`src/rtl/core/force_vector_rotate_core_macros.svh`:
```
// Assertion macros for the force vector rotation core.
// Both expect clk and rst in scope and are disabled while rst is high.
`ifndef FORCE_VECTOR_ROTATE_CORE_MACROS_SVH
`define FORCE_VECTOR_ROTATE_CORE_MACROS_SVH

`ifndef NO_ASSERTIONS

// Check a condition at every clock edge.
`define FVR_CHECK(label, expr) \
  label: assert property (@(posedge clk) disable iff (rst) (expr)) \
    else $error("fvr: invariant violated");

// Check that a consequence follows a trigger after the delay given in n.
`define FVR_CHECK_AFTER(label, ante, n, cons) \
  label: assert property (@(posedge clk) disable iff (rst) (ante) |-> ##(n) (cons)) \
    else $error("fvr: delayed check violated");

`else

`define FVR_CHECK(label, expr)
`define FVR_CHECK_AFTER(label, ante, n, cons)

`endif

`endif

```
`src/rtl/core/fvr_pkg.sv`:
```
package fvr_pkg;

  localparam int DEF_CORDIC_STEPS    = 16;
  localparam int DEF_ANGLE_FRAC_BITS = 6;

  // Angles run in 2^-24 degree, vectors are the samples scaled by 2^12.
  localparam int FINE_BITS  = 24;
  localparam int VEC_SHIFT  = 12;
  localparam int VEC_W      = 31;
  localparam int ACC_W      = 35;
  localparam int TBL_LEN    = 24;

  // 1/K in Q30, product scaled back by 2^(30+12)
  localparam int GAIN_Q30   = 652032874;
  localparam int GAIN_SHIFT = 42;

  localparam logic signed [ACC_W-1:0] TURN_FINE      = ACC_W'(64'd360 << FINE_BITS);
  localparam logic signed [ACC_W-1:0] HALF_TURN_FINE = ACC_W'(64'd180 << FINE_BITS);

  // One item in flight through the rotator: vectoring lane (va, vb, vacc)
  // and rotation lane (ra, rb, rm), plus the reduced mount angle.
  typedef struct packed {
    logic                    valid;
    logic                    zero;
    logic signed [VEC_W-1:0] va;
    logic signed [VEC_W-1:0] vb;
    logic signed [ACC_W-1:0] vacc;
    logic signed [VEC_W-1:0] ra;
    logic signed [VEC_W-1:0] rb;
    logic signed [ACC_W-1:0] rm;
    logic signed [ACC_W-1:0] mf;
  } fvr_lane_t;

  // atan(2^-step) in 2^-24 degree, rounded to nearest
  function automatic logic signed [ACC_W-1:0] atan_fine(input int step);
    logic signed [ACC_W-1:0] r;
    case (step)
      0:       r = ACC_W'(754974720);
      1:       r = ACC_W'(445687602);
      2:       r = ACC_W'(235489088);
      3:       r = ACC_W'(119537938);
      4:       r = ACC_W'(60000934);
      5:       r = ACC_W'(30029717);
      6:       r = ACC_W'(15018523);
      7:       r = ACC_W'(7509720);
      8:       r = ACC_W'(3754917);
      9:       r = ACC_W'(1877466);
      10:      r = ACC_W'(938734);
      11:      r = ACC_W'(469367);
      12:      r = ACC_W'(234684);
      13:      r = ACC_W'(117342);
      14:      r = ACC_W'(58671);
      15:      r = ACC_W'(29335);
      16:      r = ACC_W'(14668);
      17:      r = ACC_W'(7334);
      18:      r = ACC_W'(3667);
      19:      r = ACC_W'(1833);
      20:      r = ACC_W'(917);
      21:      r = ACC_W'(458);
      22:      r = ACC_W'(229);
      23:      r = ACC_W'(115);
      default: r = '0;
    endcase
    return r;
  endfunction

endpackage

```
`src/rtl/core/fvr_step.sv`:
```
module fvr_step
  import fvr_pkg::*;
#(
  parameter int STEP = 0
) (
  input  logic      clk,
  input  logic      rst,
  input  fvr_lane_t d,
  output fvr_lane_t q
);

  localparam logic signed [ACC_W-1:0] ATAN = atan_fine(STEP);

  logic signed [VEC_W-1:0] va;
  logic signed [VEC_W-1:0] vb;
  logic signed [VEC_W-1:0] ra;
  logic signed [VEC_W-1:0] rb;
  logic signed [VEC_W-1:0] va_sh;
  logic signed [VEC_W-1:0] vb_sh;
  logic signed [VEC_W-1:0] ra_sh;
  logic signed [VEC_W-1:0] rb_sh;
  fvr_lane_t               n;

  assign va    = d.va;
  assign vb    = d.vb;
  assign ra    = d.ra;
  assign rb    = d.rb;
  assign va_sh = va >>> STEP;
  assign vb_sh = vb >>> STEP;
  assign ra_sh = ra >>> STEP;
  assign rb_sh = rb >>> STEP;

  always_comb begin
    n = d;
    // vectoring: drive vb towards zero
    if (!vb[VEC_W-1] && (vb != '0)) begin
      n.va   = va + vb_sh;
      n.vb   = vb - va_sh;
      n.vacc = d.vacc + ATAN;
    end else begin
      n.va   = va - vb_sh;
      n.vb   = vb + va_sh;
      n.vacc = d.vacc - ATAN;
    end
    // rotation: drive the residual angle towards zero
    if (!d.rm[ACC_W-1]) begin
      n.ra = ra - rb_sh;
      n.rb = rb + ra_sh;
      n.rm = d.rm - ATAN;
    end else begin
      n.ra = ra + rb_sh;
      n.rb = rb - ra_sh;
      n.rm = d.rm + ATAN;
    end
  end

  always_ff @(posedge clk) begin
    if (rst) begin
      q.valid <= 1'b0;
    end else begin
      q <= n;
    end
  end

endmodule

```
`config.mk`:
```
export PLATFORM = sky130hd
export DESIGN_NAME = fvr_step
export DESIGN_NICKNAME = d
export VERILOG_FILES = /design/src/rtl/core/force_vector_rotate_core_macros.svh /design/src/rtl/core/fvr_pkg.sv /design/src/rtl/core/fvr_step.sv
export SDC_FILE = /design/constraint.sdc
export NUM_CORES = 1
export LEC_CHECK = 0
export BUFFER_PORTS_ARGS = -buffer_cell sky130_fd_sc_hd__buf_2
export CORE_ASPECT_RATIO = 0.75
export CORE_UTILIZATION = 42
export CTS_CLUSTER_SIZE = 8
export DETAILED_ROUTE_END_ITERATION = 16
export GPL_ROUTABILITY_DRIVEN = 1
export PLACE_DENSITY = 0.68
export SETUP_SLACK_MARGIN = 0.1
export SYNTH_ARGS = -nofsm -noshare
export SYNTH_HDL_FRONTEND = slang
export SYNTH_SLANG_ARGS = --single-unit
```
`constraint.sdc`:
```
create_clock -name clk -period 13.55 [get_ports clk]
set_input_delay 2.71 -clock clk [delete_from_list [all_inputs] [get_ports clk]]
set_output_delay 2.71 -clock clk [all_outputs]
set_load 0.005 [all_outputs]
```
==> flow_summary.json <==
{
  "holdWs_ns": 2.37,
  "drtIter0Drc": 1449,
  "reg.largest.list": "q (229)",
  "synth_area_leader_cell": "edfxtp_1",
  "drv_cap": 0,
  "syn_area_sq_um": 18000,
  "grt_setup_unrepaired": "no",
  "wl_met1_microns": 25800,
  "crit_type": "in -> reg",
  "cts_root_buf": "clkbuf_16",
  "dr_wl_met3_microns": 4040,
  "die_w_microns": 241,
  "top_layer_used": "met5",
  "fin_cells": 2912,
  "synthFlopType": "edfxtp_1",
  "die_area_sq_um": 43700,
  "regArea_sq_um": 6870,
  "io_buffers": 463,
  "cts_tree": "done",
  "overflow": 0,
  "htreeDepth": 2,
  "syn2layout_area_growth_pct": 20.5,
  "path_max_fanout": 69,
  "cp.arrival_ns": 6.51,
  "power-per-cell-area_nw_per_um2": 112,
  "ant_nets": 0,
  "syn_avg_cell_area_sq_um": 9.47,
  "post_cts.repair.setup_buffers": 0,
  "outcome": "complete, no violations",
  "start_util_pct": 42.7,
  "yosysSeqAreaShare_pct": 38.1,
  "clk_path_buf_depth": 3,
  "hpwl_microns": 45600,
  "synth_area_leaders": "edfxtp_1 38%, ha_1 14%, a21oi_1 5.9%",
  "core.rowCount": 65,
  "startpoint_type": "primary input",
  "synth.top_cell.area_share_pct": 38.0,
  "finalCritPeriodShare_pct": 46.1,
  "cts_hold_buf": 0,
  "coreArea_sq_um": 42200,
  "cts.clk_slew.worst_paths_ns": 0.05,
  "hold_class": "in -> reg",
  "slew_headroom_pct": 28.5,
  "placed_cell_area_sq_um": 20800,
  "cp.required_ns": 13.80,
  "antenna_found_initial": 6,
  "hold_viol": 0,
  "grt_use_total_pct": 25.6,
  "multi_input_area_sq_um": 10000,
  "hp-start": "d[51]",
  "n_fill_cell": 3947,
  "period_needed_ns": 6.25,
  "hold-path-cell-count": 1,
  "drive_gt1_share_pct": 23.6,
  "syn-num-nets": 2342,
  "ioPinCount": 464,
  "avgRoutedWirePerCell_microns": 19.8,
  "grt_pass1_vias": 15500,
  "slew_violations": 0,
  "syn_inst": 1903,
  "drc": 0,
  "p_leak_nw": 9.73,
  "min_to": "q[51]",
  "tightest_slew_ns": 1.07,
  "grt_pass1_wl_microns": 87500,
  "viasPerCell": 5.59,
  "gp_congestion": 0.940,
  "grt_max_degree": 159,
  "num_vias": 16300,
  "setup_tns_ns": 0,
  "regMostFlops": "q",
  "dr.pass1.iters": 6,
  "crit_path_end_kind": "flip-flop",
  "clock-sinks": 229,
  "ys_seq_elements": 229,
  "cts_resized": 0,
  "p_total_mw": 2.43,
  "synth_edf_count": 228,
  "final_nets": 2768,
  "wl_met2_microns": 25800,
  "synthArstFlopShare_pct": 0,
  "ir_drop_mv": 0.0708,
  "fmax_mhz": 160,
  "dp.cells": 2862,
  "ys_types": 101,
  "ys_warn_count": 0,
  "finalInstanceArea_sq_um": 21700,
  "finalWirelength_microns": 57500,
  "largest_reg_flops": 229,
  "cts-buffers-inserted": 34,
  "finalSetupViolCount": 0,
  "die_height_microns": 181
}
-- stage by stage --
step | util [%] | setup slack [ns]
2_1_floorplan | - | 5.87
3_3_place_gp | 49.2 | 6.89
3_5_place_dp | 49.2 | 6.83
4_1_cts | 51.4 | 7.35
5_1_grt | 51.4 | 7.12
6_report | 51.4 | 7.30
-- layout by cell type, fill, tap and decap left out, types with 20 or more instances in the layout --
cell type / synthesis / layout
nand2b_1: 24 / 24
nand2_1: 75 / 75
clkbuf_16: 0 / 34
nand4_1: 23 / 23
mux2i_1: 26 / 26
edfxtp_1: 228 / 228
nor2_1: 155 / 154
a21oi_1: 214 / 214
a31oi_1: 20 / 20
o21bai_1: 45 / 45
buf_2: 17 / 463
xor2_1: 20 / 20
o21ai_0: 109 / 109
nor3_1: 34 / 34
nand3_1: 22 / 22
ha_1: 198 / 198
xnor2_1: 113 / 113
a21o_1: 44 / 44
inv_1: 203 / 202
-- layer usage --
metal | track usage (%) | up-vias
li1 | - | 7683
met1 | 36.3 | 7790
met3 | 3.76 | 98
met2 | 39.5 | 715
met5 | 0 | -
met4 | 8.94 | 2
-- how the worst max path moves through the flow --
stage | startpoint | to | slack (ns) | depth (start not counted)
floorplan | rst | q[0] | 5.87 | 1
global placement | d[191] | q[165] | 6.89 | 16
detailed placement | d[191] | q[165] | 6.83 | 16
CTS | d[191] | q[165] | 7.35 | 16
global route | d[191] | q[165] | 7.12 | 16
finish | d[178] | q[165] | 7.30 | 16
-- worst max-delay path: stages --
cell and delay [ns]:
buf_2 0.14, nor4_1 0.48, nand4_1 0.24, nor2_1 0.24, nor2_4 0.04, buf_4 0.31
inv_2 0.10, buf_4 0.58, ha_1 0.36, a21o_1 0.16, a21oi_1 0.23, o21bai_1 0.12
a21oi_1 0.31, o21ai_0 0.15, a21oi_1 0.19, xnor2_1 0.09
-- synthesized netlist by cell type, types with 14 or more instances --
master    count
nand2_1      75
nand2b_1     24
inv_1       203
buf_1        16
nor2_1      155
o21bai_1     45
nand4_1      23
o211ai_1     18
o21ai_0     109
a31oi_1      20
nand3_1      22
nor3_1       34
or3_1        18
ha_1        198
xor2_1       20
clkbuf_1     43
xnor2_1     113
mux2i_1      26
a21oi_1     214
a211oi_1     14
buf_2        17
edfxtp_1    228
o21a_1       17
a21o_1       44
-- logic make-up (layout without fill, tap and decap cells) --
group,count (synthesis),after routing,share of synthesized area (%)
AOI/OAI and AO/OA,602,602,21.7
and+or+nand+nor,419,419,11.4
buffers and inverters,288,724,6.20
DFF,229,229,38.1
adders and majority gates,206,206,14.6
xor gates and xnor gates,133,133,6.47
muxes,26,26,1.44
other,0,4,0
-- layout make-up --
class,instances,area share (%)
repair buffers,469,10.9
well taps,569,3.28
inverters,209,3.65
clock buffers,43,4.12
flip-flops and latches,229,31.6
clock inverters,3,0.156
multi-input cells,1386,46.2
diodes,4,0.0461
-- report_power, final --
group / switching (mW) / leakage, nW / total [mW] / internal [mW]
Clock: 0.300 / 0.452 / 0.759 / 0.459
Sequential: 0.0260 / 2.24 / 0.933 / 0.907
Combinational: 0.444 / 7.04 / 0.734 / 0.289
Note: power is estimated with default switching activity, not from simulation.
