==> config.mk <==
export PLATFORM = sky130hd
export DESIGN_NAME = fvr_finish
export DESIGN_NICKNAME = d
export VERILOG_FILES = /design/src/rtl/core/force_vector_rotate_core_macros.svh /design/src/rtl/core/fvr_pkg.sv /design/src/rtl/core/fvr_finish.sv
export SDC_FILE = /design/constraint.sdc
export NUM_CORES = 2
export LEC_CHECK = 0
export BUFFER_PORTS_ARGS = -buffer_cell sky130_fd_sc_hd__buf_2
export CAP_MARGIN = 25
export CORE_MARGIN = 5
export CORE_UTILIZATION = 35
export DETAILED_ROUTE_END_ITERATION = 16
export GPL_TIMING_DRIVEN = 0
export HOLD_SLACK_MARGIN = 0.02
export PLACE_DENSITY_LB_ADDON = 0.12
export SLEW_MARGIN = 10
export SYNTH_ARGS = -nofsm -noshare
export SYNTH_HDL_FRONTEND = slang
export SYNTH_SLANG_ARGS = --single-unit
==> constraint.sdc <==
create_clock -name clk -period 8.14 [get_ports clk]
set_input_delay 0.407 -clock clk [delete_from_list [all_inputs] [get_ports clk]]
set_output_delay 0.407 -clock clk [all_outputs]
set_load 0.005 [all_outputs]
==> src/rtl/core/force_vector_rotate_core_macros.svh <==
// Assertion macros for the force vector rotation core.
// Both expect clk and rst in scope and are disabled while rst is high.
`ifndef FORCE_VECTOR_ROTATE_CORE_MACROS_SVH
`define FORCE_VECTOR_ROTATE_CORE_MACROS_SVH

`ifndef NO_ASSERTIONS

// Check a condition at every clock edge.
`define FVR_CHECK(label, expr) \
  label: assert property (@(posedge clk) disable iff (rst) (expr)) \
    else $error("fvr: invariant violated");

// Check that a consequence follows a trigger after the delay given in n.
`define FVR_CHECK_AFTER(label, ante, n, cons) \
  label: assert property (@(posedge clk) disable iff (rst) (ante) |-> ##(n) (cons)) \
    else $error("fvr: delayed check violated");

`else

`define FVR_CHECK(label, expr)
`define FVR_CHECK_AFTER(label, ante, n, cons)

`endif

`endif

==> src/rtl/core/fvr_pkg.sv <==
package fvr_pkg;

  localparam int DEF_CORDIC_STEPS    = 16;
  localparam int DEF_ANGLE_FRAC_BITS = 6;

  // Angles run in 2^-24 degree, vectors are the samples scaled by 2^12.
  localparam int FINE_BITS  = 24;
  localparam int VEC_SHIFT  = 12;
  localparam int VEC_W      = 31;
  localparam int ACC_W      = 35;
  localparam int TBL_LEN    = 24;

  // 1/K in Q30, product scaled back by 2^(30+12)
  localparam int GAIN_Q30   = 652032874;
  localparam int GAIN_SHIFT = 42;

  localparam logic signed [ACC_W-1:0] TURN_FINE      = ACC_W'(64'd360 << FINE_BITS);
  localparam logic signed [ACC_W-1:0] HALF_TURN_FINE = ACC_W'(64'd180 << FINE_BITS);

  // One item in flight through the rotator: vectoring lane (va, vb, vacc)
  // and rotation lane (ra, rb, rm), plus the reduced mount angle.
  typedef struct packed {
    logic                    valid;
    logic                    zero;
    logic signed [VEC_W-1:0] va;
    logic signed [VEC_W-1:0] vb;
    logic signed [ACC_W-1:0] vacc;
    logic signed [VEC_W-1:0] ra;
    logic signed [VEC_W-1:0] rb;
    logic signed [ACC_W-1:0] rm;
    logic signed [ACC_W-1:0] mf;
  } fvr_lane_t;

  // atan(2^-step) in 2^-24 degree, rounded to nearest
  function automatic logic signed [ACC_W-1:0] atan_fine(input int step);
    logic signed [ACC_W-1:0] r;
    case (step)
      0:       r = ACC_W'(754974720);
      1:       r = ACC_W'(445687602);
      2:       r = ACC_W'(235489088);
      3:       r = ACC_W'(119537938);
      4:       r = ACC_W'(60000934);
      5:       r = ACC_W'(30029717);
      6:       r = ACC_W'(15018523);
      7:       r = ACC_W'(7509720);
      8:       r = ACC_W'(3754917);
      9:       r = ACC_W'(1877466);
      10:      r = ACC_W'(938734);
      11:      r = ACC_W'(469367);
      12:      r = ACC_W'(234684);
      13:      r = ACC_W'(117342);
      14:      r = ACC_W'(58671);
      15:      r = ACC_W'(29335);
      16:      r = ACC_W'(14668);
      17:      r = ACC_W'(7334);
      18:      r = ACC_W'(3667);
      19:      r = ACC_W'(1833);
      20:      r = ACC_W'(917);
      21:      r = ACC_W'(458);
      22:      r = ACC_W'(229);
      23:      r = ACC_W'(115);
      default: r = '0;
    endcase
    return r;
  endfunction

endpackage

==> src/rtl/core/fvr_finish.sv <==
module fvr_finish
  import fvr_pkg::*;
#(
  parameter int ANGLE_FRAC_BITS = DEF_ANGLE_FRAC_BITS
) (
  input  logic               clk,
  input  logic               rst,
  input  fvr_lane_t          d,
  output logic               done,
  output logic signed [15:0] horiz_force,
  output logic signed [15:0] vert_force,
  output logic [14:0]        force_angle,
  output logic               clipped
);

  localparam int PROD_W = VEC_W + 31;
  localparam int Q_W    = PROD_W - GAIN_SHIFT;
  localparam int SH     = FINE_BITS - ANGLE_FRAC_BITS;

  localparam logic signed [PROD_W-1:0] GAIN_S     = PROD_W'(GAIN_Q30);
  localparam logic signed [PROD_W-1:0] TRUNC_BIAS = PROD_W'((64'd1 << GAIN_SHIFT) - 64'd1);
  localparam logic signed [Q_W-1:0]    SAT_HI     = Q_W'(32767);
  localparam logic signed [Q_W-1:0]    SAT_LO     = Q_W'(-32768);
  localparam logic signed [ACC_W-1:0]  RND        = ACC_W'(64'd1 << (SH - 1));
  localparam logic signed [ACC_W-1:0]  ANG_FULL   = ACC_W'(360 << ANGLE_FRAC_BITS);

  // truncate toward zero, then clamp to 16 bits; top bit flags the clamp
  function automatic logic [16:0] trunc_sat(input logic signed [PROD_W-1:0] t);
    logic signed [PROD_W-1:0] adj;
    logic signed [Q_W-1:0]    qv;
    logic [16:0]              res;
    adj = t[PROD_W-1] ? t + TRUNC_BIAS : t;
    qv  = Q_W'(adj >>> GAIN_SHIFT);
    res = {1'b0, qv[15:0]};
    if (qv > SAT_HI) begin
      res = {1'b1, 16'h7fff};
    end else if (qv < SAT_LO) begin
      res = {1'b1, 16'h8000};
    end
    return res;
  endfunction

  // Stage 1: gain compensation and wrapped angle sum
  logic signed [PROD_W-1:0] ph_next;
  logic signed [PROD_W-1:0] pv_next;
  logic signed [ACC_W-1:0]  sum;
  logic signed [ACC_W-1:0]  total_next;

  assign ph_next = PROD_W'(d.ra) * GAIN_S;
  assign pv_next = PROD_W'(d.rb) * GAIN_S;
  assign sum     = d.vacc + d.mf;

  always_comb begin
    if (sum[ACC_W-1]) begin
      total_next = sum + TURN_FINE;
    end else if (sum >= TURN_FINE) begin
      total_next = sum - TURN_FINE;
    end else begin
      total_next = sum;
    end
  end

  logic                     f1_valid;
  logic                     f1_zero;
  logic signed [PROD_W-1:0] ph;
  logic signed [PROD_W-1:0] pv;
  logic signed [ACC_W-1:0]  total;

  always_ff @(posedge clk) begin
    if (rst) begin
      f1_valid <= 1'b0;
    end else begin
      f1_valid <= d.valid;
    end
  end

  always_ff @(posedge clk) begin
    f1_zero <= d.zero;
    ph      <= ph_next;
    pv      <= pv_next;
    total   <= total_next;
  end

  // Stage 2: round the angle, saturate the components
  logic [16:0]             h_sat;
  logic [16:0]             v_sat;
  logic signed [ACC_W-1:0] rnd;
  logic signed [ACC_W-1:0] ang;

  assign h_sat = trunc_sat(ph);
  assign v_sat = trunc_sat(pv);
  assign rnd   = (total + RND) >>> SH;
  // a value that rounds up to a full turn wraps to zero
  assign ang   = (rnd >= ANG_FULL) ? rnd - ANG_FULL : rnd;

  always_ff @(posedge clk) begin
    if (rst) begin
      done <= 1'b0;
    end else begin
      done <= f1_valid;
    end
  end

  always_ff @(posedge clk) begin
    horiz_force <= f1_zero ? 16'sd0 : $signed(h_sat[15:0]);
    vert_force  <= f1_zero ? 16'sd0 : $signed(v_sat[15:0]);
    force_angle <= f1_zero ? 15'd0 : ang[14:0];
    clipped     <= !f1_zero && (h_sat[16] || v_sat[16]);
  end

endmodule

==> impl_metrics.yaml <==
critical_path:
  path_buf_inv: 7
  crit_slowest_cell: "or4_1"
  cp_top_family: "adder cells"
  crit_required_ns: 8.56
  startpoint_type: "input port"
  path_class: "input port to flop"
  arrival_ns: 8.31
  path_max_fanout: 8
  cp-end-kind: "flop"
  max_stage_delay_ns: 0.64
timing:
  post-route-min-period_ns: 7.88
  slew_headroom_pct: 18.3
  setup_tns_ns: 0
  fin_hold_ws_ns: 0.0769
  skew_ns: 0.0151
  grt_setup_unrepaired: "no"
  maxClockFrequency_mhz: 127
  worst_pin_slew_ns: 1.22
  period_share_pct: 96.8
  final-hold-violation-count: 0
  setup_violations: 0
  finalMaxSlewViolations: 0
floorplanning:
  start_util_pct: 35.3
  die-area_sq_mm: 0.138
  die_x_microns: 371
  row_count: 132
  dieHeight_microns: 371
  coreArea_sq_mm: 0.130
  ios: 282
logic_synthesis:
  synth_top_area_share_pct: 35.6
  synth_top_family_by_area: "adder cells"
  ys_seq_elements: 191
  yosysUniqueCellTypes: 96
  synth.avg_cell_area_sq_um: 9.53
  yosys.area_share.simple_pct: 6.24
  yosys_warnings: 0
  netlist_instances: 4797
  syn-num-nets: 6614
  synth_area_leader_cell: "fa_1"
  synth_top_flop_cell: "dfxtp_1"
  synth_area_sq_mm: 0.0457
  synth_compound_area_share_pct: 9.88
  async_reset_ff_share_pct: 0
  synth_xor_area_share_pct: 7.24
  synthTopCellsByArea: "fa_1, ha_1, inv_1"
  synth.mux.area_fraction_pct: 0.252
  synth_edf_count: 0
  ys_seq_area_share_pct: 8.36
  yosys.area_share.adder_pct: 56.7
finish:
  drive_gt1_share_pct: 6.11
  final_common_cell: "inv_1"
  final_cell_mix: "inv_1, fa_1, ha_1"
  layoutNonFillerInstCount: 6752
  design_area_sq_mm: 0.0496
  fin_nets: 6812
  area_growth_pct: 8.56
routing:
  viasPerCell: 4.74
  drt_first_iter_violations: 1430
  vias: 32000
  drtAntennaViolNets: 0
  drt_pre_antenna_iters: 5
  drc_errors: 0
  wl_per_cell_microns: 19.6
  wirelength_mm: 132
grt:
  grt_pass1_wl_mm: 208
  grt_max_degree: 39
  grt_overflow: 0
  antenna_found_initial: 1
  grt_use_total_pct: 19.8
  grt_pass1_vias: 34500
clock_network:
  cts_buffers: 17
  cts_max_level: 4
  clock_sinks: 191
  root_buffer: "clkbuf_16"
  cts_tree: "done"
  clk_latency_ns: 0.51
  path_clk_slew_ns: 0.09
  cts_buffer_depth: 2
placed_design:
  place.gp.congestion: 0.885
  placed_area_sq_mm: 0.0489
  hpwlAfterDp_mm: 120
  dp_cells: 6727
  port_buffers: 184
worst_hold_path:
  hold_class: "input port to flop"
run_status:
  outcome: "completed"
job:
  maxCapViolCount: 0
==> through the flow <==
| step | setup slack (ns) | utilization (%) |
|---|---|---|
| after detailed placement | -0.954 | 37.7 |
| after CTS | 0.0488 | 38.2 |
| after global routing | 0.00523 | 38.3 |
| after floorplan | 1.05 | - |
| final | 0.259 | 38.3 |
| after global placement | -0.979 | 37.7 |
==> final timing paths <==
path,from,to,slack (ns),cells past startpoint
min reg2reg,f1_valid,done,0.45,1
max reg2reg,pv[39],vert_force[13],4.52,11
max,d[84],pv[60],0.26,27
min,rst,f1_valid,0.08,2
==> cell type report <==
type / instances / area (sq um)
Fill cell: 13300 / 80000
Multi-Input combinational cell: 3239 / 36900
Inverter: 1303 / 4890
Sequential cell: 191 / 3820
Tap cell: 1742 / 2180
Timing Repair Buffer: 190 / 993
Clock buffer: 17 / 425
Buffer: 53 / 259
Clock inverter: 15 / 208
Antenna cell: 2 / 5.00
==> flip-flops by register name (all words and copies together), names as in the netlist <==
name         flops
f1_valid         1
horiz_force     16
clipped          1
force_angle     15
pv              61
f1_zero          1
total           18
ph              61
done             1
vert_force      16
==> kinds of logic after synthesis <==
kind of cell / after synthesis
adder cells (fa/ha/maj): 1584
buffers and inverters: 1367
AO/OA/AOI/OAI: 700
AND/OR/NAND/NOR: 567
XOR/XNOR: 377
flip-flops: 191
multiplexers: 11
==> repair_timing <==
item,CTS,global route
hold buffers,1,0
setup endpoints to repair,16,20
pin swaps,0,3
hold endpoints to repair,1,0
buffers inserted,0,1
gates resized for setup,8,23
==> metal layers <==
layer  share of wire, %  vias to the layer above  GRT usage (%)
li1                   -                    15500              -
met1                 48                    16000           28.4
met2                 47                      488           32.8
met3                2.8                       85           1.83
met4                1.9                        0           3.89
met5                  0                        -              0
==> cell usage after synthesis (9+ instances only) <==
cell	instances
inv_1	1301
fa_1	812
ha_1	772
a21oi_1	259
dfxtp_1	191
xnor2_1	190
xor2_1	186
nand2_1	159
a21o_1	132
nor2_1	113
o21ai_0	96
nand3_1	55
clkbuf_1	45
nor2b_1	45
nand4_1	34
and3_1	30
nor3_1	28
nor4_1	26
o21a_1	21
nand2b_1	20
a31oi_1	18
a211oi_1	17
o21bai_1	17
and2_1	16
a22oi_1	11
mux2i_1	10
o211ai_1	10
buf_2	9
Power is left out: the tool's default activity adds up to more than one toggle a clock period on the data nets, which glitch-free logic cannot reach.
