**config.mk**
```make
export PLATFORM = sky130hd
export DESIGN_NAME = fvr_front
export DESIGN_NICKNAME = d
export VERILOG_FILES = /design/src/rtl/core/force_vector_rotate_core_macros.svh /design/src/rtl/core/fvr_pkg.sv /design/src/rtl/core/fvr_front.sv
export SDC_FILE = /design/constraint.sdc
export NUM_CORES = 1
export LEC_CHECK = 0
export BUFFER_PORTS_ARGS = -buffer_cell sky130_fd_sc_hd__buf_4
export CAP_MARGIN = 40
export CORE_MARGIN = 5
export CORE_UTILIZATION = 60
export DETAILED_ROUTE_END_ITERATION = 12
export PLACE_DENSITY_LB_ADDON = 0.25
export SKIP_CTS_REPAIR_TIMING = 1
export SKIP_LAST_GASP = 1
export SYNTH_ARGS = -nofsm -noshare
export SYNTH_HDL_FRONTEND = slang
export SYNTH_SLANG_ARGS = --single-unit
```
**constraint.sdc**
```tcl
create_clock -name clk -period 14.5 [get_ports clk]
set_input_delay 2.9 -clock clk [delete_from_list [all_inputs] [get_ports clk]]
set_output_delay 2.9 -clock clk [all_outputs]
set_load 0.03 [all_outputs]
```
**src/rtl/core/force_vector_rotate_core_macros.svh**
```systemverilog
// Assertion macros for the force vector rotation core.
// Both expect clk and rst in scope and are disabled while rst is high.
`ifndef FORCE_VECTOR_ROTATE_CORE_MACROS_SVH
`define FORCE_VECTOR_ROTATE_CORE_MACROS_SVH

`ifndef NO_ASSERTIONS

// Check a condition at every clock edge.
`define FVR_CHECK(label, expr) \
  label: assert property (@(posedge clk) disable iff (rst) (expr)) \
    else $error("fvr: invariant violated");

// Check that a consequence follows a trigger after the delay given in n.
`define FVR_CHECK_AFTER(label, ante, n, cons) \
  label: assert property (@(posedge clk) disable iff (rst) (ante) |-> ##(n) (cons)) \
    else $error("fvr: delayed check violated");

`else

`define FVR_CHECK(label, expr)
`define FVR_CHECK_AFTER(label, ante, n, cons)

`endif

`endif

```
**src/rtl/core/fvr_pkg.sv**
```systemverilog
package fvr_pkg;

  localparam int DEF_CORDIC_STEPS    = 16;
  localparam int DEF_ANGLE_FRAC_BITS = 6;

  // Angles run in 2^-24 degree, vectors are the samples scaled by 2^12.
  localparam int FINE_BITS  = 24;
  localparam int VEC_SHIFT  = 12;
  localparam int VEC_W      = 31;
  localparam int ACC_W      = 35;
  localparam int TBL_LEN    = 24;

  // 1/K in Q30, product scaled back by 2^(30+12)
  localparam int GAIN_Q30   = 652032874;
  localparam int GAIN_SHIFT = 42;

  localparam logic signed [ACC_W-1:0] TURN_FINE      = ACC_W'(64'd360 << FINE_BITS);
  localparam logic signed [ACC_W-1:0] HALF_TURN_FINE = ACC_W'(64'd180 << FINE_BITS);

  // One item in flight through the rotator: vectoring lane (va, vb, vacc)
  // and rotation lane (ra, rb, rm), plus the reduced mount angle.
  typedef struct packed {
    logic                    valid;
    logic                    zero;
    logic signed [VEC_W-1:0] va;
    logic signed [VEC_W-1:0] vb;
    logic signed [ACC_W-1:0] vacc;
    logic signed [VEC_W-1:0] ra;
    logic signed [VEC_W-1:0] rb;
    logic signed [ACC_W-1:0] rm;
    logic signed [ACC_W-1:0] mf;
  } fvr_lane_t;

  // atan(2^-step) in 2^-24 degree, rounded to nearest
  function automatic logic signed [ACC_W-1:0] atan_fine(input int step);
    logic signed [ACC_W-1:0] r;
    case (step)
      0:       r = ACC_W'(754974720);
      1:       r = ACC_W'(445687602);
      2:       r = ACC_W'(235489088);
      3:       r = ACC_W'(119537938);
      4:       r = ACC_W'(60000934);
      5:       r = ACC_W'(30029717);
      6:       r = ACC_W'(15018523);
      7:       r = ACC_W'(7509720);
      8:       r = ACC_W'(3754917);
      9:       r = ACC_W'(1877466);
      10:      r = ACC_W'(938734);
      11:      r = ACC_W'(469367);
      12:      r = ACC_W'(234684);
      13:      r = ACC_W'(117342);
      14:      r = ACC_W'(58671);
      15:      r = ACC_W'(29335);
      16:      r = ACC_W'(14668);
      17:      r = ACC_W'(7334);
      18:      r = ACC_W'(3667);
      19:      r = ACC_W'(1833);
      20:      r = ACC_W'(917);
      21:      r = ACC_W'(458);
      22:      r = ACC_W'(229);
      23:      r = ACC_W'(115);
      default: r = '0;
    endcase
    return r;
  endfunction

endpackage

```
**src/rtl/core/fvr_front.sv**
```systemverilog
module fvr_front
  import fvr_pkg::*;
#(
  parameter int ANGLE_FRAC_BITS = DEF_ANGLE_FRAC_BITS
) (
  input  logic               clk,
  input  logic               rst,
  input  logic               in_beat,
  input  logic signed [15:0] x_force,
  input  logic signed [15:0] z_force,
  input  logic               cfg_beat,
  input  logic signed [15:0] cfg_data,
  output fvr_lane_t          q
);

  localparam int TURN    = 360 << ANGLE_FRAC_BITS;
  localparam int HALF    = 180 << ANGLE_FRAC_BITS;
  localparam int QUARTER = 90 << ANGLE_FRAC_BITS;
  localparam int WRAPS   = (32768 + TURN - 1) / TURN;
  localparam int OFFSET  = WRAPS * TURN;
  localparam int U_W     = $clog2(OFFSET + 32768);
  localparam longint RECIP = (longint'(1) << 32) / TURN;
  localparam int RECIP_W = $clog2(RECIP + 1);
  localparam int P_W     = U_W + RECIP_W;
  localparam int Q_W     = $clog2(2 * WRAPS + 1);
  localparam int MR_W    = $clog2(TURN);
  localparam int SW      = MR_W + 2;
  localparam int SH      = FINE_BITS - ANGLE_FRAC_BITS;

  localparam logic [U_W-1:0]       TURN_U     = U_W'(TURN);
  localparam logic signed [SW-1:0] TURN_S     = SW'(TURN);
  localparam logic signed [SW-1:0] HALF_S     = SW'(HALF);
  localparam logic signed [SW-1:0] QUARTER_S  = SW'(QUARTER);
  localparam logic signed [SW-1:0] NQUARTER_S = SW'(-QUARTER);

  logic signed [15:0] mount;

  always_ff @(posedge clk) begin
    if (rst) begin
      mount <= '0;
    end else if (cfg_beat) begin
      mount <= cfg_data;
    end
  end

  // Stage 0: shift the mount angle positive and estimate its turn count
  logic signed [U_W:0] u_wide;
  logic [U_W-1:0]      u;
  logic [P_W-1:0]      prod;
  logic [Q_W-1:0]      qest;

  assign u_wide = (U_W+1)'(mount) + (U_W+1)'(OFFSET);
  assign u      = u_wide[U_W-1:0];
  assign prod   = P_W'(u) * P_W'(RECIP);
  assign qest   = Q_W'(prod >> 32);

  logic               s0_valid;
  logic               s0_zero;
  logic signed [15:0] s0_x;
  logic signed [15:0] s0_z;
  logic [U_W-1:0]     s0_u;
  logic [Q_W-1:0]     s0_q;

  // Stage 1: remainder, the estimate may be one short
  logic [U_W-1:0] qm;
  logic [U_W-1:0] r;
  logic [U_W-1:0] r_fix;

  assign qm    = U_W'(s0_q) * TURN_U;
  assign r     = s0_u - qm;
  assign r_fix = (r >= TURN_U) ? r - TURN_U : r;

  logic               s1_valid;
  logic               s1_zero;
  logic signed [15:0] s1_x;
  logic signed [15:0] s1_z;
  logic [MR_W-1:0]    s1_mr;

  // Stage 2: fold the rotation into [-90, 90] and set up both lanes
  logic signed [SW-1:0]    ms_raw;
  logic signed [SW-1:0]    ms;
  logic signed [SW-1:0]    rm0;
  logic                    fold;
  logic signed [VEC_W-1:0] zs;
  logic signed [VEC_W-1:0] xs;
  fvr_lane_t               stage2_next;
  fvr_lane_t               stage2;

  assign zs = VEC_W'(s1_z) <<< VEC_SHIFT;
  assign xs = VEC_W'(s1_x) <<< VEC_SHIFT;

  always_comb begin
    ms_raw = $signed({2'b00, s1_mr});
    ms     = (ms_raw > HALF_S) ? ms_raw - TURN_S : ms_raw;
    fold   = 1'b0;
    rm0    = ms;
    if (ms > QUARTER_S) begin
      fold = 1'b1;
      rm0  = ms - HALF_S;
    end else if (ms < NQUARTER_S) begin
      fold = 1'b1;
      rm0  = ms + HALF_S;
    end

    stage2_next.valid = s1_valid;
    stage2_next.zero  = s1_zero;
    // vectoring works in the right half plane: flip and start from 180
    stage2_next.va    = s1_z[15] ? -zs : zs;
    stage2_next.vb    = s1_z[15] ? -xs : xs;
    stage2_next.vacc  = s1_z[15] ? HALF_TURN_FINE : '0;
    stage2_next.ra    = fold ? -zs : zs;
    stage2_next.rb    = fold ? -xs : xs;
    stage2_next.rm    = ACC_W'(rm0) <<< SH;
    stage2_next.mf    = ACC_W'({1'b0, s1_mr}) << SH;
  end

  always_ff @(posedge clk) begin
    if (rst) begin
      s0_valid     <= 1'b0;
      s1_valid     <= 1'b0;
      stage2.valid <= 1'b0;
    end else begin
      s0_valid <= in_beat;
      s1_valid <= s0_valid;
      stage2   <= stage2_next;
    end
  end

  always_ff @(posedge clk) begin
    s0_zero <= (x_force == 16'sd0) && (z_force == 16'sd0);
    s0_x    <= x_force;
    s0_z    <= z_force;
    s0_u    <= u;
    s0_q    <= qest;
    s1_zero <= s0_zero;
    s1_x    <= s0_x;
    s1_z    <= s0_z;
    s1_mr   <= r_fix[MR_W-1:0];
  end

  assign q = stage2;

endmodule

```
==> flow_summary_export.csv, run 1 <==
group,metric,value,unit
timing,fmaxAchievable,0.175,GHz
drt,ant_nets,0,
drt,drt_iter0_drc,419,
yosys,synth_edf_count,100,
cells_and_area,areaGrowthSynthToFinish,13.3,%
drt,drt-pass1-iter-count,7,
yosys,syn_avg_cell_area,11.0,um2
yosys,synth_cell_type_count,60,
die,start_util,60.4,%
timing,rsz0062_at_grt,"false",
critical_path,crit_path_end_kind,"flop",
critical_path,crit_type,"reg -> reg",
critical_path,crit_required,14.95,ns
critical_path,r2r-end,"s0_q[1]",
critical_path,worstPathArrival,6.18,ns
cells_and_area,fin_area,15400,um2
placement,gp_congestion,0.947,
placement,dp_hpwl,22500,um
clock_tree,numCtsBuffers,23,
timing,maxSlewHeadroom,43.7,%
clock_tree,clkTransAtPathRegs,0.07,ns
timing,report.final.slew_viol_count,0,
clock_tree,h-tree-depth,1,
grt,grt_first_pass_wirelength,44700,um
drt,vias,8595,
timing,fin_skew,0.00762,ns
yosys,syn-instance-count,1239,
yosys,ys_async_sr_fraction,0,%
cells_and_area,nFillCells,1696,
timing,hold_viol,0,
grt,grt_overflow,0,
yosys,yosysWarningCount,0,
yosys,synth_area,13600,um2
worst_hold_path,holdPathStages,0,
cells_and_area,layout-drive-gt1-share,16.0,%
pwr,ir_drop,0.140,mV
drt,viasPerCell,5.04,
clock_tree,insertion_delay,0.52,ns
critical_path,cp_max_fo,6,
die,die_w,161,um
yosys,synthFlopType,"dfxtp_1",
cells_and_area,fin_nets,1697,
die,core,22500,um2
clock_tree,clock_path_buffers,3,
timing,fin_crit,5.72,ns
grt,grt_usage,21.4,%
drt,drc,0,
worst_hold_path,worstHoldStart,"s0_x[5]",
worst_hold_path,hp-class,"reg -> reg",
pwr,p_leak,7.51,nW
run,drv_cap,0,
placement,place_area,14600,um2
clock_tree,tritoncts,"done",
die,dieArea,25800,um2
yosys,synth-seq-area-share,39.7,%
grt,grt_max_degree,53,
placement,io_buffers,165,
drt,wirelength,27900,um
critical_path,worstReg2RegStart,"mount[12]",
critical_path,cp-startpoint,"mount[12]",
worst_hold_path,whs_endpoint,"s1_x[5]",
yosys,ys_ff_latch,220,
grt,grt_pass1_vias,8732,
critical_path,reg2reg_slack,8.78,ns
pwr,power_density,228,nW/um2
timing,setup_viol,0,
status,status,"complete, no violations",
timing,period_share,39.5,%
clock_tree,clock-sinks,220,
die,io_pins,283,
clock_tree,cts-root-buf,"clkbuf_16",
die,rows,55,
timing,final.setup.tns,0,ns
drt,wl_per_cell,16.4,um
critical_path,worstSetupStartpointType,"flop",
timing,worstMarginPinSlew,0.844,ns
critical_path,rr_worst_depth,21,
grt,antenna_found_initial,1,
die,die_y,161,um
state kept, by name, indices dropped and copies added, names as in the netlist, 3 cells and up:
name   count
q        101
s0_u      17
mount     16
s0_x      16
s0_z      16
s1_x      16
s1_z      16
s1_mr     15
s0_q       3
power by group:
group | internal [mW] | switching (mW) | total (mW)
Sequential | 0.845 | 0.0793 | 0.924
Combinational | 0.823 | 1.17 | 2.00
Clock | 0.340 | 0.258 | 0.598
layout by cell type (no fill, tap or decap), types with 4 or more instances in the layout:
cell       count
or3_1         21
or2_2          4
o211ai_1       4
a31oi_1        5
nand2b_1       8
a211oi_1       4
xor2_1        14
dfxtp_1      120
nor2_1        45
nor4_1        13
o21a_1         8
edfxtp_1     100
nand3_1        7
a21o_1         9
inv_1        193
nand2_1       77
ha_1         159
clkinv_2       4
xnor2_1       75
o21ai_0       26
fa_1          82
a21oi_1       26
buf_4        168
mux2i_1       18
clkbuf_16     25
nor3_1         7
o31ai_1        4
nand4_1        9
conb_1       122
nor2b_1        5
or3_4          4
metrics by stage:
stage	setup slack (ns)	instances	hold WS (ns)	utilization, %	power (mW)
after floorplan	9.01	1359	0.310	-	2.48
after global placement	8.91	1663	0.310	64.9	2.87
after detailed placement	8.79	1664	0.312	65.0	2.93
after CTS	8.77	1706	0.324	68.4	3.55
after global routing	8.40	1707	0.334	68.5	3.84
final	8.78	1707	0.323	68.5	3.52
kinds of logic (layout without fill, tap and decap cells):
logic type               count (synthesis)  count (layout)  synth area share, %
buffers and inverters                  343             405                 13.1
adder cells (fa/ha/maj)                241             241                 26.7
flip-flops                             220             220                 39.7
AND/OR/NAND/NOR                        212             212                 7.68
AO/OA/AOI/OAI                          111             111                 5.39
XOR/XNOR                                89              89                 5.73
multiplexers                            21              21                 1.57
other                                    2             123               0.0552
synth_stat cells (9+ instances only):
library cell / count / area (um2)
mux2i_1: 18 / 180
a21o_1: 9 / 67.6
or3_1: 21 / 131
nor2_1: 45 / 169
nand4_1: 9 / 56.3
dfxtp_1: 120 / 2400
a21oi_1: 26 / 130
inv_1: 194 / 728
nand2_1: 77 / 289
o21ai_0: 26 / 130
fa_1: 82 / 1640
edfxtp_1: 100 / 3000
nor4_1: 13 / 81.3
ha_1: 159 / 1990
xnor2_1: 75 / 657
xor2_1: 14 / 123
clkbuf_1: 9 / 33.8
buf_4: 132 / 991
layout make-up:
cell class | count | area, um2 | share of cell area (%)
well taps | 285 | 357 | 2.31
repair buffers | 169 | 1270 | 8.22
clock inverters | 17 | 159 | 1.03
flip-flops and latches | 220 | 5410 | 35.1
diodes | 1 | 2.50 | 0.0162
clock buffers | 25 | 626 | 4.06
inverters | 194 | 729 | 4.74
multi-input cells | 796 | 6860 | 44.5
critical path, cell delays in order, from the launching register on:
cell      delay (ns)
dfxtp_1         0.37
a21oi_1         0.22
inv_1           0.07
o21ai_0         0.30
xor2_1          0.20
ha_1            0.36
inv_1           0.07
fa_1            0.46
fa_1            0.53
fa_1            0.44
fa_1            0.51
fa_1            0.54
inv_1           0.04
ha_1            0.30
a21o_1          0.18
a21oi_1         0.13
o21ai_0         0.11
a211oi_1        0.22
or2_2           0.15
nand3_1         0.11
a21oi_1         0.21
xnor2_1         0.13
worst max-delay path by stage:
stage / cells after the start / to / slack, ns
final: 21 / s0_q[1] / 8.78
after global routing: 21 / s0_q[1] / 8.40
after CTS: 23 / s0_q[1] / 8.77
after detailed placement: 21 / s0_q[1] / 8.79
after global placement: 21 / s0_q[1] / 8.91
after floorplan: 2 / q[100] / 9.01
routing by layer:
layer	track usage (%)	share of wire [%]
met5	0	0
met4	6.92	3.5
met3	4.08	6.5
met2	37.8	50
met1	26.7	40
Note: power is estimated with default switching activity, not from simulation.
==> inputs of run 2 (changes only) <==
Settings changed: CORE_UTILIZATION 60 to 51.
Clock period 14.5 ns to 4.79 ns, I/O delays scaled along.
==> flow_summary_export.csv, run 2 (same netlist as run 1, synthesis figures left out) <==
group,metric,value,unit
die,dieArea,30000,um2
timing,fmaxAchievable,0.193,GHz
clock_tree,clock-sinks,220,
cells_and_area,fin_util,61.4,%
timing,setup_viol,3,
placement,gp_congestion,0.898,
timing,rsz0062_at_grt,"true",
timing,hold-worst-slack,0.322,ns
timing,maxSlewHeadroom,48.9,%
pwr,finalPower,10.9,mW
critical_path,crit_required,5.19,ns
timing,report.final.slew_viol_count,0,
timing,fin_skew,0.0131,ns
grt,grt_max_degree,41,
die,rows,59,
cells_and_area,layout_common_cells,"222 x buf_4, 185 x inv_1, 154 x ha_1, 122 x conb_1, 117 x dfxtp_1",
grt,grt_overflow,0,
critical_path,worstSetupStartpointType,"flop",
die,core,26100,um2
die,die_w,173,um
placement,place_area,15200,um2
clock_tree,clkTransAtPathRegs,0.07,ns
clock_tree,numCtsBuffers,23,
placement,io_buffers,165,
placement,dp_cells,1765,
clock_tree,clock_path_buffers,3,
pwr,power_density,679,nW/um2
critical_path,worstPathArrival,5.57,ns
timing,worstMarginPinSlew,0.760,ns
run,drv_cap,0,
drt,wl_per_cell,16.0,um
grt,antenna_found_initial,1,
cells_and_area,final_common_cell,"buf_4",
cells_and_area,final_cells,1812,
drt,drt-pass1-iter-count,4,
critical_path,crit_path_end_kind,"flop",
cells_and_area,fin_area,16100,um2
drt,ant_nets,0,
placement,dp_hpwl,23700,um
critical_path,reg2reg_slack,-0.38,ns
drt,wirelength,28900,um
drt,vias,8764,
clock_tree,cts-root-buf,"clkbuf_16",
drt,drt_iter0_drc,377,
pwr,p_leak,7.80,nW
status,violations,"setup timing",
die,start_util,52.0,%
grt,grt_pass1_vias,8978,
die,die_y,173,um
die,io_pins,283,
timing,final.setup.tns,-1.02,ns
timing,hold_viol,0,
cells_and_area,layout-drive-gt1-share,21.6,%
cells_and_area,fin_nets,1752,
clock_tree,h-tree-depth,1,
timing,fin_crit,5.17,ns
grt,grt_usage,18.9,%
grt,grt_first_pass_wirelength,46300,um
cells_and_area,largest_reg_flops,101,
worst_hold_path,hp-class,"reg -> reg",
timing,period_share,108,%
clock_tree,insertion_delay,0.52,ns
drt,viasPerCell,4.84,
clock_tree,tritoncts,"done",
critical_path,cp_max_fo,4,
critical_path,crit_type,"reg -> reg",
cells_and_area,areaGrowthSynthToFinish,18.0,%
timing,setup_ws,-0.378,ns
placement,pre_cts_slack,-0.507,ns
pwr,ir_drop,0.398,mV
drt,drc,0,
status,status,"complete, but fails checks",
cells_and_area,nFillCells,2157,
==> run 2: cell count changes in the layout (fill, tap and decap cells not counted), sizes merged <==
cell | previous run | this run
inv | 201 | 199
clkinvlp | 3 | 0
clkinv | 6 | 9
buf | 169 | 224
bufinv | 1 | 0
clkbuf | 25 | 28
==> run 2: worst paths after layout <==
check,start,end,cells past startpoint
setup / recovery,mount[10],s0_q[2],21
hold / removal,s0_zero,s1_zero,0
setup reg to reg,mount[10],s0_q[2],21
hold reg to reg,s0_zero,s1_zero,0
==> run 2: per-layer routing <==
layer  GRT usage, %  wire [um]  share of wire (%)  vias up
met4           5.39        618                2.1        0
met5              0          0                  0        -
li1               -          -                  -     4285
met1           24.2      12100                 42     4186
met2           33.2      14500                 50      251
met3           3.05       1640                5.7       42
==> run 2: power by group <==
part	leakage, nW	switching (mW)	internal (mW)
clock network	0.382	0.766	0.981
logic	5.43	3.69	2.67
registers	1.99	0.237	2.56
total	7.80	4.69	6.21
==> run 2: worst max-delay path, stage by stage, from the launching register on <==
cell and delay [ns]:
dfxtp_4 0.37, ha_4 0.17, o31a_1 0.32, nand2b_1 0.12, inv_2 0.06, ha_4 0.28
inv_2 0.04, fa_2 0.35, fa_1 0.53, fa_1 0.43, fa_1 0.48, fa_1 0.56
inv_2 0.06, ha_4 0.26, nand4_1 0.11, nor2_2 0.14, nand4_1 0.13, nor2_2 0.18
o31ai_4 0.11, nand4_1 0.11, o211ai_1 0.11, xnor2_1 0.14
==> run 2: layout make-up <==
type / count / area (um2) / share of cell area [%]
Antenna cell: 1 / 2.50 / 0.0156
Clock buffer: 28 / 646 / 4.02
Clock inverter: 14 / 105 / 0.655
Inverter: 194 / 731 / 4.55
Multi-Input combinational cell: 796 / 7050 / 43.9
Sequential cell: 220 / 5410 / 33.7
Tap cell: 335 / 419 / 2.61
Timing Repair Buffer: 224 / 1690 / 10.5
